===== config.mk =====
export PLATFORM = sky130hd
export DESIGN_NAME = glyph_outline_point_decoder
export DESIGN_NICKNAME = d
export VERILOG_FILES = /design/src/sv/gopd_pkg.sv /design/src/sv/gopd_datapath.sv /design/src/sv/gopd_control.sv /design/src/sv/glyph_outline_point_decoder.sv
export SDC_FILE = /design/constraint.sdc
export NUM_CORES = 2
export LEC_CHECK = 0
export BUFFER_PORTS_ARGS = -buffer_cell sky130_fd_sc_hd__buf_2
export CAP_MARGIN = 40
export CELL_PAD_IN_SITES_DETAIL_PLACEMENT = 0
export CELL_PAD_IN_SITES_GLOBAL_PLACEMENT = 1
export CORE_MARGIN = 4
export CORE_UTILIZATION = 57
export DETAILED_ROUTE_END_ITERATION = 10
export PLACE_DENSITY = 0.95
export SYNTH_ARGS = -nofsm -noshare
export SYNTH_HDL_FRONTEND = slang
export SYNTH_HIERARCHICAL = 1
export SYNTH_SLANG_ARGS = --single-unit

===== constraint.sdc =====
create_clock -name clock -period 11.7 [get_ports clock]
set_clock_uncertainty 0.15 [all_clocks]
set_input_delay 0.585 -clock clock [delete_from_list [all_inputs] [get_ports clock]]
set_output_delay 0.585 -clock clock [all_outputs]
set_load 0.05 [all_outputs]

===== src/sv/gopd_pkg.sv =====
`timescale 1ns / 1ps
`default_nettype none
// ----------------------------------------------------------------------------
// gopd_pkg
// Shared types and constants of the glyph outline point decoder.
// ----------------------------------------------------------------------------
package gopd_pkg;
   localparam int MaxPoints = 64;
   localparam int IdxW = 6;
   localparam int CntW = 7;

   typedef enum logic [3:0] {
      ST_IDLE, ST_ENDPTS, ST_INSTLEN, ST_INSTSKIP, ST_FLAGS, ST_REPEAT,
      ST_FILL, ST_XDELTA, ST_YDELTA, ST_FREE, ST_EMIT, ST_ERROR
   } state_type;

   // Commands from controller to datapath.
   typedef struct packed {
      logic start;       // clear counters, load contour count
      logic take_high;   // latch high byte of a word
      logic endpt_word;  // end-point word completed
      logic instlen_word;
      logic skip_dec;
      logic flag_write;  // store the flag byte at the cursor
      logic repeat_load; // load repeat count
      logic fill_step;   // write one repeated flag
      logic begin_coords;
      logic delta_byte;  // apply short delta
      logic delta_word;  // apply word delta
      logic close_pt;    // store x or queue a point
      logic is_x;
      logic emit_err;
   } cmd_type;

   // Status from datapath to controller.
   typedef struct packed {
      logic endpts_done;  // last end-point word arriving
      logic too_many;
      logic inst_zero;
      logic skip_done;
      logic flag_rep;     // flag byte has repeat bit
      logic flags_full;   // cursor reaches total after this flag
      logic rep_overrun;
      logic rep_zero;
      logic fill_done;
      logic cur_short;    // current flag: short delta
      logic cur_free;     // current flag: no byte
      logic last_cursor;  // cursor + 1 reaches total
      logic hi_pending;
   } sts_type;
endpackage
`default_nettype wire


===== src/sv/gopd_datapath.sv =====
`timescale 1ns / 1ps
`default_nettype none
// ----------------------------------------------------------------------------
// gopd_datapath
// Counters, stores and coordinate accumulator of the point decoder.
// ----------------------------------------------------------------------------
module gopd_datapath import gopd_pkg::*; (
   input  wire logic              clock,
   input  wire logic              reset,
   input  wire cmd_type           cmd,
   input  wire logic [7:0]        data_byte,
   input  wire logic [14:0]       contour_count,
   output sts_type                sts,
   output logic signed [15:0]     x_coord,
   output logic signed [15:0]     y_coord,
   output logic [IdxW-1:0]        point_number,
   output logic                   last_point
);
   logic [15:0]     bytes_left_ff;
   logic            hi_pending_ff;
   logic [7:0]      high_byte_ff;
   logic [CntW-1:0] total_ff, cursor_ff, fill_left_ff;
   logic [5:0]      held_flag_ff;
   logic [15:0]     run_ff;
   logic [5:0]      flag_store [MaxPoints];
   logic [15:0]     x_store [MaxPoints];
   logic [5:0]      cur_flag_ff;
   logic [15:0]     x_rd_ff;
   logic [15:0]     word, run_in;
   logic [CntW-1:0] cursor_in;
   logic [8:0]      rep_sum;
   logic [IdxW-1:0] rd_addr;

   assign word = {high_byte_ff, data_byte};
   assign rep_sum = {2'b0, cursor_ff} + {1'b0, data_byte};

   always_comb begin
      run_in = run_ff;
      if (cmd.delta_byte) begin
         if (cmd.is_x ? cur_flag_ff[4] : cur_flag_ff[5])
            run_in = run_ff + {8'd0, data_byte};
         else
            run_in = run_ff - {8'd0, data_byte};
      end else if (cmd.delta_word) begin
         run_in = run_ff + word;
      end
   end

   assign cursor_in = cursor_ff + CntW'(1);

   always_ff @(posedge clock) begin
      if (reset) begin
         hi_pending_ff <= 1'b0;
         cursor_ff <= '0;
         total_ff <= '0;
         bytes_left_ff <= '0;
         fill_left_ff <= '0;
      end else begin
         if (cmd.start) begin
            hi_pending_ff <= 1'b0;
            cursor_ff <= '0;
            total_ff <= '0;
            run_ff <= '0;
            bytes_left_ff <= {1'b0, contour_count};
         end
         if (cmd.take_high) begin
            high_byte_ff <= data_byte;
            hi_pending_ff <= 1'b1;
         end
         if (cmd.endpt_word) begin
            hi_pending_ff <= 1'b0;
            bytes_left_ff <= bytes_left_ff - 16'd1;
            total_ff <= CntW'(word[IdxW-1:0]) + CntW'(1);
         end
         if (cmd.instlen_word) begin
            hi_pending_ff <= 1'b0;
            bytes_left_ff <= word;
            cursor_ff <= '0;
         end
         if (cmd.skip_dec) bytes_left_ff <= bytes_left_ff - 16'd1;
         if (cmd.flag_write) begin
            held_flag_ff <= data_byte[5:0];
            flag_store[cursor_ff[IdxW-1:0]] <= data_byte[5:0];
            if (!data_byte[3]) cursor_ff <= cursor_in;
         end
         if (cmd.repeat_load) begin
            fill_left_ff <= CntW'(data_byte);
            cursor_ff <= cursor_in;
         end
         if (cmd.fill_step) begin
            flag_store[cursor_ff[IdxW-1:0]] <= held_flag_ff;
            fill_left_ff <= fill_left_ff - CntW'(1);
            cursor_ff <= cursor_in;
         end
         if (cmd.begin_coords) begin
            cursor_ff <= '0;
            run_ff <= '0;
            hi_pending_ff <= 1'b0;
         end
         if (cmd.delta_byte || cmd.delta_word) run_ff <= run_in;
         if (cmd.delta_word) hi_pending_ff <= 1'b0;
         if (cmd.close_pt) begin
            if (cmd.is_x) x_store[cursor_ff[IdxW-1:0]] <= run_in;
            x_coord <= x_rd_ff;
            y_coord <= run_in;
            point_number <= cursor_ff[IdxW-1:0];
            last_point <= (cursor_in == total_ff);
            if (cmd.is_x && cursor_in >= total_ff) begin
               cursor_ff <= '0;
               run_ff <= '0;
            end else begin
               cursor_ff <= cursor_in;
            end
         end
         if (cmd.emit_err) begin
            x_coord <= '0;
            y_coord <= '0;
            point_number <= '0;
            last_point <= 1'b0;
         end
      end
   end

   // Entry that becomes current at this edge: the first point when the
   // coordinates begin or the x pass wraps, the next point after a close.
   always_comb begin
      rd_addr = cursor_ff[IdxW-1:0];
      if (cmd.begin_coords || (cmd.close_pt && cmd.is_x && cursor_in >= total_ff))
         rd_addr = '0;
      else if (cmd.close_pt)
         rd_addr = cursor_in[IdxW-1:0];
   end

   // Registered store reads; a write to the same entry in this cycle is
   // passed straight through.
   always_ff @(posedge clock) begin
      if (cmd.flag_write && cursor_ff[IdxW-1:0] == rd_addr)
         cur_flag_ff <= data_byte[5:0];
      else if (cmd.fill_step && cursor_ff[IdxW-1:0] == rd_addr)
         cur_flag_ff <= held_flag_ff;
      else
         cur_flag_ff <= flag_store[rd_addr];
      if (cmd.close_pt && cmd.is_x && cursor_ff[IdxW-1:0] == rd_addr)
         x_rd_ff <= run_in;
      else
         x_rd_ff <= x_store[rd_addr];
   end

   always_comb begin
      sts.endpts_done = (bytes_left_ff == 16'd1);
      sts.too_many = (word >= 16'(MaxPoints));
      sts.inst_zero = (word == 16'd0);
      sts.skip_done = (bytes_left_ff == 16'd1);
      sts.flag_rep = data_byte[3];
      sts.flags_full = (cursor_in >= total_ff);
      sts.rep_overrun = (rep_sum >= {2'b0, total_ff});
      sts.rep_zero = (data_byte == 8'd0);
      sts.fill_done = (fill_left_ff == CntW'(1)) || (fill_left_ff == '0);
      sts.cur_short = cmd.is_x ? cur_flag_ff[1] : cur_flag_ff[2];
      sts.cur_free = !sts.cur_short && (cmd.is_x ? cur_flag_ff[4] : cur_flag_ff[5]);
      sts.last_cursor = (cursor_in >= total_ff);
      sts.hi_pending = hi_pending_ff;
   end
endmodule
`default_nettype wire


===== src/sv/gopd_control.sv =====
`timescale 1ns / 1ps
`default_nettype none
// ----------------------------------------------------------------------------
// gopd_control
// Parse state machine and stream handshake of the point decoder.
// ----------------------------------------------------------------------------
module gopd_control import gopd_pkg::*; (
   input  wire logic  clock,
   input  wire logic  reset,
   input  wire logic  in_valid,
   input  wire logic  glyph_start,
   input  wire logic  contour_zero,
   output logic       in_ready,
   output logic       out_valid,
   input  wire logic  out_ready,
   output logic       out_bad,
   input  wire sts_type sts,
   output cmd_type    cmd
);
   state_type state_ff, state_in, phase_ff, phase_in;
   logic      valid_ff, valid_in, bad_ff, bad_in;
   logic      acc;
   logic      xph;

   assign xph = (phase_ff == ST_XDELTA);
   assign in_ready = !valid_ff && (state_ff != ST_FILL) && (state_ff != ST_FREE);
   assign acc = in_valid && in_ready;
   assign out_valid = valid_ff;
   assign out_bad = bad_ff;

   // Effective phase: a start byte restarts the parser.
   state_type eff;
   always_comb begin
      eff = state_ff;
      if (acc && glyph_start) eff = contour_zero ? ST_IDLE : ST_ENDPTS;
   end

   always_comb begin
      state_in = state_ff;
      phase_in = phase_ff;
      valid_in = valid_ff && !out_ready;
      bad_in = bad_ff;
      cmd = '0;
      cmd.is_x = xph;
      if (acc && glyph_start) cmd.start = 1'b1;
      unique case (state_ff)
         ST_FILL: begin
            cmd.fill_step = 1'b1;
            if (sts.fill_done) begin
               if (sts.flags_full) begin
                  cmd.begin_coords = 1'b1;
                  phase_in = ST_XDELTA;
                  state_in = ST_FREE;
               end else state_in = ST_FLAGS;
            end
         end
         ST_FREE: begin
            if (phase_ff == ST_IDLE) state_in = ST_IDLE;
            else if (sts.cur_free) begin
               cmd.close_pt = 1'b1;
               if (!xph) begin
                  valid_in = 1'b1; bad_in = 1'b0;
                  state_in = ST_EMIT;
                  if (sts.last_cursor) phase_in = ST_IDLE;
               end else if (sts.last_cursor) phase_in = ST_YDELTA;
            end else state_in = phase_ff;
         end
         ST_EMIT: if (!valid_ff || out_ready) state_in = ST_FREE;
         default: begin
            if (acc) begin
               state_in = eff;
               unique case (eff)
                  ST_ENDPTS, ST_INSTLEN: begin
                     if (!sts.hi_pending || glyph_start) cmd.take_high = 1'b1;
                     else if (eff == ST_ENDPTS) begin
                        cmd.endpt_word = 1'b1;
                        if (sts.endpts_done) begin
                           if (sts.too_many) begin
                              valid_in = 1'b1; bad_in = 1'b1;
                              cmd.emit_err = 1'b1; state_in = ST_IDLE;
                           end else state_in = ST_INSTLEN;
                        end
                     end else begin
                        cmd.instlen_word = 1'b1;
                        state_in = sts.inst_zero ? ST_FLAGS : ST_INSTSKIP;
                     end
                  end
                  ST_INSTSKIP: begin
                     cmd.skip_dec = 1'b1;
                     if (sts.skip_done) state_in = ST_FLAGS;
                  end
                  ST_FLAGS: begin
                     cmd.flag_write = 1'b1;
                     if (sts.flag_rep) state_in = ST_REPEAT;
                     else if (sts.flags_full) begin
                        cmd.begin_coords = 1'b1;
                        phase_in = ST_XDELTA; state_in = ST_FREE;
                     end
                  end
                  ST_REPEAT: begin
                     if (sts.rep_overrun) begin
                        valid_in = 1'b1; bad_in = 1'b1;
                        cmd.emit_err = 1'b1; state_in = ST_IDLE;
                     end else if (sts.rep_zero) begin
                        cmd.repeat_load = 1'b1;
                        if (sts.flags_full) begin
                           cmd.begin_coords = 1'b1;
                           phase_in = ST_XDELTA; state_in = ST_FREE;
                        end else state_in = ST_FLAGS;
                     end else begin
                        cmd.repeat_load = 1'b1; state_in = ST_FILL;
                     end
                  end
                  ST_XDELTA, ST_YDELTA: begin
                     if (sts.cur_short || sts.hi_pending) begin
                        if (sts.cur_short) cmd.delta_byte = 1'b1;
                        else cmd.delta_word = 1'b1;
                        cmd.close_pt = 1'b1;
                        state_in = ST_FREE;
                        if (!xph) begin
                           valid_in = 1'b1; bad_in = 1'b0;
                           state_in = ST_EMIT;
                           if (sts.last_cursor) phase_in = ST_IDLE;
                        end else if (sts.last_cursor) phase_in = ST_YDELTA;
                     end else cmd.take_high = 1'b1;
                  end
                  default: state_in = ST_IDLE;
               endcase
            end
         end
      endcase
   end

   always_ff @(posedge clock) begin
      if (reset) begin
         state_ff <= ST_IDLE;
         phase_ff <= ST_IDLE;
         valid_ff <= 1'b0;
         bad_ff <= 1'b0;
      end else begin
         state_ff <= state_in;
         phase_ff <= phase_in;
         valid_ff <= valid_in;
         bad_ff <= bad_in;
      end
   end

   a_no_accept_busy: assert property (@(posedge clock) disable iff (reset)
      (state_ff == ST_FILL) |-> !in_ready) else $error("accept during fill");
   a_out_hold: assert property (@(posedge clock) disable iff (reset)
      (valid_ff && !out_ready) |=> valid_ff) else $error("result dropped");
   a_emit_stall: assert property (@(posedge clock) disable iff (reset)
      valid_ff |-> !in_ready) else $error("accept with result pending");
endmodule
`default_nettype wire


===== src/sv/glyph_outline_point_decoder.sv =====
`timescale 1ns / 1ps
`default_nettype none
// ----------------------------------------------------------------------------
// glyph_outline_point_decoder
// Decodes the point data of a simple glyph body into absolute points.
// ----------------------------------------------------------------------------
// A point that ends on a byte is offered in the cycle after that byte; a
// point needing no byte is found by a look-ahead step per coordinate.
// Throughput: one byte per cycle in header and flags unless stalled; an x byte
// closing a point adds a look-ahead, a y byte the transfer, then a look-ahead;
// a repeated flag is a fill step, a byte-free point a look-ahead (and a y transfer).
// Reset: synchronous, returns the parser to idle; the stores are not cleared.
module glyph_outline_point_decoder import gopd_pkg::*; (
   input  wire logic        clock,
   input  wire logic        reset,
   input  wire logic        req_tvalid,
   output logic             req_tready,
   input  wire logic [7:0]  req_tdata,  // data_byte
   input  wire logic [15:0] req_tuser,  // glyph_start, contour_count
   output logic             rsp_tvalid,
   input  wire logic        rsp_tready,
   output logic [39:0]      rsp_tdata,  // x_coord, y_coord, point_number
   output logic [1:0]       rsp_tuser   // last_point, bad_glyph
);
   cmd_type cmd;
   sts_type sts;
   logic signed [15:0] x_coord, y_coord;
   logic [IdxW-1:0] point_number;
   logic last_point, bad;

   gopd_control u_ctrl (
      .clock, .reset, .in_valid(req_tvalid), .glyph_start(req_tuser[0]),
      .contour_zero(req_tuser[15:1] == 15'd0), .in_ready(req_tready),
      .out_valid(rsp_tvalid), .out_ready(rsp_tready), .out_bad(bad),
      .sts, .cmd);

   gopd_datapath u_dp (
      .clock, .reset, .cmd, .data_byte(req_tdata),
      .contour_count(req_tuser[15:1]), .sts, .x_coord, .y_coord,
      .point_number, .last_point);

   assign rsp_tdata = {2'b00, point_number, y_coord, x_coord};
   assign rsp_tuser = {bad, last_point};
endmodule
`default_nettype wire


Word level (Yosys, flattened, before mapping)
Memories as Yosys holds them, arrays and structs flattened.
Cells that the tools add are included.

operators by class
  add/subtract/negate cells = 8
  magnitude comparators = 3
  equality and inequality tests = 32
  mux-type cells = 149
  bitwise logic cells = 4
  reduce and logical (&&, ||, !) cells = 49

operators with widths
  cell                   count
  $mux 16                15
  $mux 4                 30
  $mux 7                 13
  $mux 1                 62
  $mux 6                 8
  $pmux 4 s3             3
  $eq 4x3->1 const B     5
  $pmux 4 s5             1
  $add 16x16->16         1
  $add 16x8->16          1
  $eq 16x1->1 const B    1
  $ge 16x7->1 const B    1
  $logic_not 16->1       1
  $sub 16x1->16 const B  1
  $sub 16x8->16          1
  $logic_not 15->1       1
  $pmux 1 s2             7
  $eq 4x4->1 const B     3
  $logic_and 1x1->1      12
  $ne 4x2->1 const B     3
  $reduce_bool 4->1      3
  $reduce_and 11->1      1
  $mux 2                 5
  $reduce_and 10->1      1
  36 further kinds       65

storage, ports and cells
  register bits after elaboration = 139
  RAM bits = 1408
  bits of input ports = 28
  output and inout bits = 44
  word-level logic and storage cells = 265
  memories kept = 2

memory list
  name             depth  width  read ports  clocked after memory_dff  wr ports  line                 source
  u_dp.x_store     64     16     1           0                         1         gopd_datapath.sv:26  logic [15:0] x_store [MaxPoints];
  u_dp.flag_store  64     6      1           0                         1         gopd_datapath.sv:25  logic [5:0] flag_store [MaxPoints];

Longest topological paths before layout
  depth after elaboration = 19
  depth in mapped cells = 32
  depth with buffers taken out = 28

Cells and area by module
Netlist, hierarchy kept.

by module, submodules not included
  module                       times used  cells each  area each (sq um)  sequential area each (sq um)
  gopd_datapath                1           4692        60042.6            41609.9
  gopd_control                 1           182         1301.2             200.2
  glyph_outline_point_decoder  1           10          66.3               0.0

Worst setup path after synthesis
Ideal clock, no wire load.

  path type = input-to-reg
  start = in req_tdata[0]
  end = reg u_dp.x_rd_ff[13]
  library setup time = 0.137 ns
  arrival = 5.685 ns
  data required time = 11.413 ns
  path slack = 5.728 ns
  cell stages on the path = 31
  path buffers = 3
  cell sequence = ha_1 > fa_1 > a21o_1 > a21oi_1 > nor2b_1 > nor2_1 > nor2b_1 > nor2_1 > xnor2_1 > ha_1 > o21ai_0 > nand3_1 > and2b_2 > o211ai_1 > a2111oi_2 > o21ai_1 > or4_4 > inv_1 > nor2_1 > and3_1 > a31oi_4 > nand2_2 > buf_6 > buf_4 > buf_2 > a211oi_1 > a311oi_1 > a311oi_1 > a31oi_1 > a22oi_1 > o211ai_1

RTL lines
  element                 line                               source
  start: declaration      glyph_outline_point_decoder.sv:18  input wire logic [7:0] req_tdata,
  end signal: assignment  gopd_datapath.sv:144               x_rd_ff <= run_in;
  end signal: assignment  gopd_datapath.sv:146               x_rd_ff <= x_store[rd_addr];
  end: declaration        gopd_datapath.sv:28                logic [15:0] x_rd_ff;

==> key figures <==
Cells and area
  – Reg area: 0.0418 mm2
  – Commonest non-fill, non-tap cell in the layout: edfxtp_1
  – Synth-to-Final Area Change: 10.5%
  – Most frequent cells in the layout: edfxtp_1, nand2_1, nand3_1, nor2_1, and3_1
  – Nets: 4991
  – Final Non-Filler Cells: around 6400
  – Multi-input gate area: around 0.018 mm2
  – FILL cells: 7500
  – Share of cells above drive strength 1: 0.102

CTS
  – CTS Root Cell: clkbuf_16
  – TritonCTS clock tree: done
  – Resized cells post-CTS: 0
  – Hold_buf cts: 0
  – Clock buffer depth: 3
  – Clk_lat worst skew: 0.77 ns
  – CTS Buf Count: 139
  – Worst-path clk slew: 0.06 ns
  – Setup bufs post-CTS: 0
  – TritonCTS Sinks: 1415
  – Total number of H-tree levels: 4

STA
  – Highest clock rate: roughly 110 MHz
  – Rel. slew slack: 0.332
  – Slew @ Worst Pin: ~1 ns
  – Clock period minus worst slack: 9.11 ns
  – Final Max Slew Viols: 0
  – Final setup vio count: 0
  – Hold Slack: 0.0820 ns
  – Setup TNS: 0 ns
  – Unrepaired setup endpoints after global routing: no
  – Final hold vios: 0
  – Tcrit/Tclk final: 0.778

Floorplanning
  – Starting Density: 0.574
  – Die Span Y: 336 um
  – Die W: 336 um
  – IO Count: between 70 and 80
  – Core area: 0.107 mm2
  – # rows: 120
  – Die area: 0.113 mm2

Worst setup path
  – Critical path's largest stage delay: 0.74 ns
  – Slowest-stage cell, CP: and2_4
  – Arrival time at the worst endpoint: about 9.6 ns
  – Critical Path Sink Type: register
  – Critical path class: register to register
  – Data required, critical path: 12.24 ns
  – Crit path launch type: register
  – R2R cell count: 28
  – Worst Setup SP: u_dp/cursor_ff[1]$_SDFF_PP0_
  – Worst path most repeated cell: a21oi_1
  – Worst r2r src: u_dp/cursor_ff[1]$_SDFF_PP0_
  – Crit path max fanout: 170
  – R2r endpoint: u_dp/x_rd_ff[7]$_DFF_P_
  – Critical path endpoint: u_dp/x_rd_ff[7]$_DFF_P_
  – Worst R2R Setup Slack: approximately 2.6 ns

Synthesis
  – Synthesized area: 0.0614 mm2
  – Yosys warns: 6
  – Number of distinct library cells after synthesis: 101
  – Seq/Total Area, Yosys: 0.681
  – Post-synth EDFFs: 1347
  – Synthesized area per cell: 12.6 um2
  – Register bit total from synthesis: approximately 1400
  – Post-synth ARST share: 0
  – Ys flop type: edfxtp_1
  – Mapped Cells: 4884

Pwr
  – Flop pwr share: 0.519
  – Internal power: 8490 uW
  – Sw Pwr: about 2500 uW
  – Switch share: 0.228
  – Power Density: 162 mW/mm2
  – Clock share of power: 0.410
  – Leak: 0.0229 uW
  – VDD IR max: 0.150 mV
  – Combinational power share: 0.072

Global route
  – Gr busiest metal: met2
  – Antenna violations before repair: 7
  – M1 GR Usage: 0.410
  – First-pass GRT wire length: 257000 um
  – Gr ovfl total: 0
  – GRT Util Overall: 0.302
  – M2 GR Usage: 0.464
  – Largest net degree at the start of global routing: 191
  – Vias in the first global route: approximately 41000
  – Met3 usage in global routing: 0.0791

Place
  – Gpl congestion: 0.924
  – Port Buffers: 69
  – Placed cell count: 6162
  – Detailed placement HPWL: 101000 um

Flow run
  – Max_cap viols: 0

Route
  – DR iter-0 viols: 6734
  – Vias: about 43000
  – Initial DRT Pass Iterations: 8
  – Final WL: roughly 170000 um
  – Post-route ant nets: 0
  – Vias/cell: approximately 6.7
  – Average wire per standard cell: 27.1 um
  – Residual DRC: 0

Min path
  – Worst Hold Class: primary input to register

Status
  – Status: finished clean
## layer usage
metal / part of all wire / vias up / routed length [um]
met4: 0.045 / 6 / 7850
met1: 0.36 / 21100 / 62900
met2: 0.45 / 3173 / 79000
met5: 0.00026 / - / 46
li1: - / 18500 / -
met3: 0.14 / 481 / 24200
## flip-flops by register name (all words and copies together), names as in the netlist
register	count
u_ctrl/state_ff	4
u_dp/x_coord	16
u_dp/last_point	1
u_dp/cursor_ff	7
u_dp/hi_pending_ff	1
u_ctrl/out_valid	1
u_dp/point_number	6
u_dp/x_rd_ff	16
u_dp/run_ff	16
u_dp/held_flag_ff	4
u_ctrl/phase_ff	4
u_dp/high_byte_ff	8
u_dp/fill_left_ff	7
u_dp/y_coord	16
u_dp/total_ff	7
u_dp/bytes_left_ff	16
u_dp/x_store	1024
u_ctrl/out_bad	1
u_dp/flag_store	256
u_dp/cur_flag_ff	4
## worst max-delay path, delay by kind of cell (launching register included)
family / cells / cell delay, ns
adder cells (fa/ha/maj): 2 / 0.59
XOR/XNOR: 1 / 0.15
buffers and inverters: 3 / 1.78
AND/OR/NAND/NOR: 9 / 2.41
AO/OA/AOI/OAI: 13 / 3.16
flip-flops: 1 / 0.67
## how the worst min path moves through the flow
stage	startpoint	endpoint	slack, ns	cells past startpoint
6_report	req_tdata[7]	u_dp/high_byte_ff[7]$_DFFE_PP_	0.08	1
3_3_place_gp	u_ctrl/out_bad$_SDFFE_PP0P_	u_ctrl/out_bad$_SDFFE_PP0P_	0.31	2
3_5_place_dp	u_ctrl/out_bad$_SDFFE_PP0P_	u_ctrl/out_bad$_SDFFE_PP0P_	0.33	2
4_1_cts	rsp_tready	u_ctrl/out_valid$_SDFF_PP0_	0.04	4
2_1_floorplan	u_ctrl/out_bad$_SDFFE_PP0P_	u_ctrl/out_bad$_SDFFE_PP0P_	0.30	2
5_1_grt	req_tdata[7]	u_dp/high_byte_ff[7]$_DFFE_PP_	0.06	1
## final cells by class
cell class                 instances  area share
sequential                      1415       0.616
multi-input combinational       3069       0.260
antenna                            5    0.000184
timing repair buffer             233      0.0278
clock buffer                     179      0.0553
clock inverter                    77      0.0123
tap                             1403      0.0259
inverter                          44     0.00243
## Yosys cell counts, drive strengths merged, types with 24 or more instances
master / instances / area share
nor2: 278 / 0.017
xnor2: 32 / 0.0046
and3: 211 / 0.021
o211ai: 24 / 0.0029
a21oi: 130 / 0.011
o21ai: 70 / 0.0058
inv: 44 / 0.0027
dfxtp: 68 / 0.022
nor2b: 56 / 0.0057
nor3: 51 / 0.0043
nand2: 973 / 0.060
a31oi: 82 / 0.0088
edfxtp: 1347 / 0.66
mux2i: 47 / 0.0077
a311oi: 202 / 0.029
clkbuf: 115 / 0.0076
nand3: 298 / 0.024
a211oi: 209 / 0.026
buf: 242 / 0.024
ha: 58 / 0.012
## metrics by stage
step / power [uW] / instance area (um2) / setup slack (ns) / util
6_report: 11000 / 67900 / 2.59 / 0.634
5_1_grt: 11300 / 67800 / 2.42 / 0.634
4_1_cts: 11000 / 67800 / 2.75 / 0.634
3_5_place_dp: 6570 / 63200 / 2.43 / 0.591
3_3_place_gp: 6530 / 62900 / 2.62 / 0.587
2_1_floorplan: 6290 / 61400 / 5.73 / -
## power by group through the flow
stage | logic, uW | registers [uW] | clock network [uW]
after detailed placement | 759 | 5810 | 0
after CTS | 764 | 5700 | 4530
final | 788 | 5700 | 4510
after global routing | 839 | 5700 | 4760
after floorplan | 490 | 5800 | 0
after global placement | 724 | 5810 | 0
## cell families (layout without fill, tap and decap cells)
family,count (synthesis),in the layout,share of synthesized area
AOI/OAI and AO/OA,891,891,0.107
xor gates and xnor gates,51,51,0.00740
adders and majority gates,61,61,0.0128
buffers and inverters,401,533,0.0339
DFF,1415,1415,0.681
muxes,54,54,0.00894
other,1,7,0.0000611
and+or+nand+nor,2010,2010,0.149
Power figures use the tool's default switching activity.
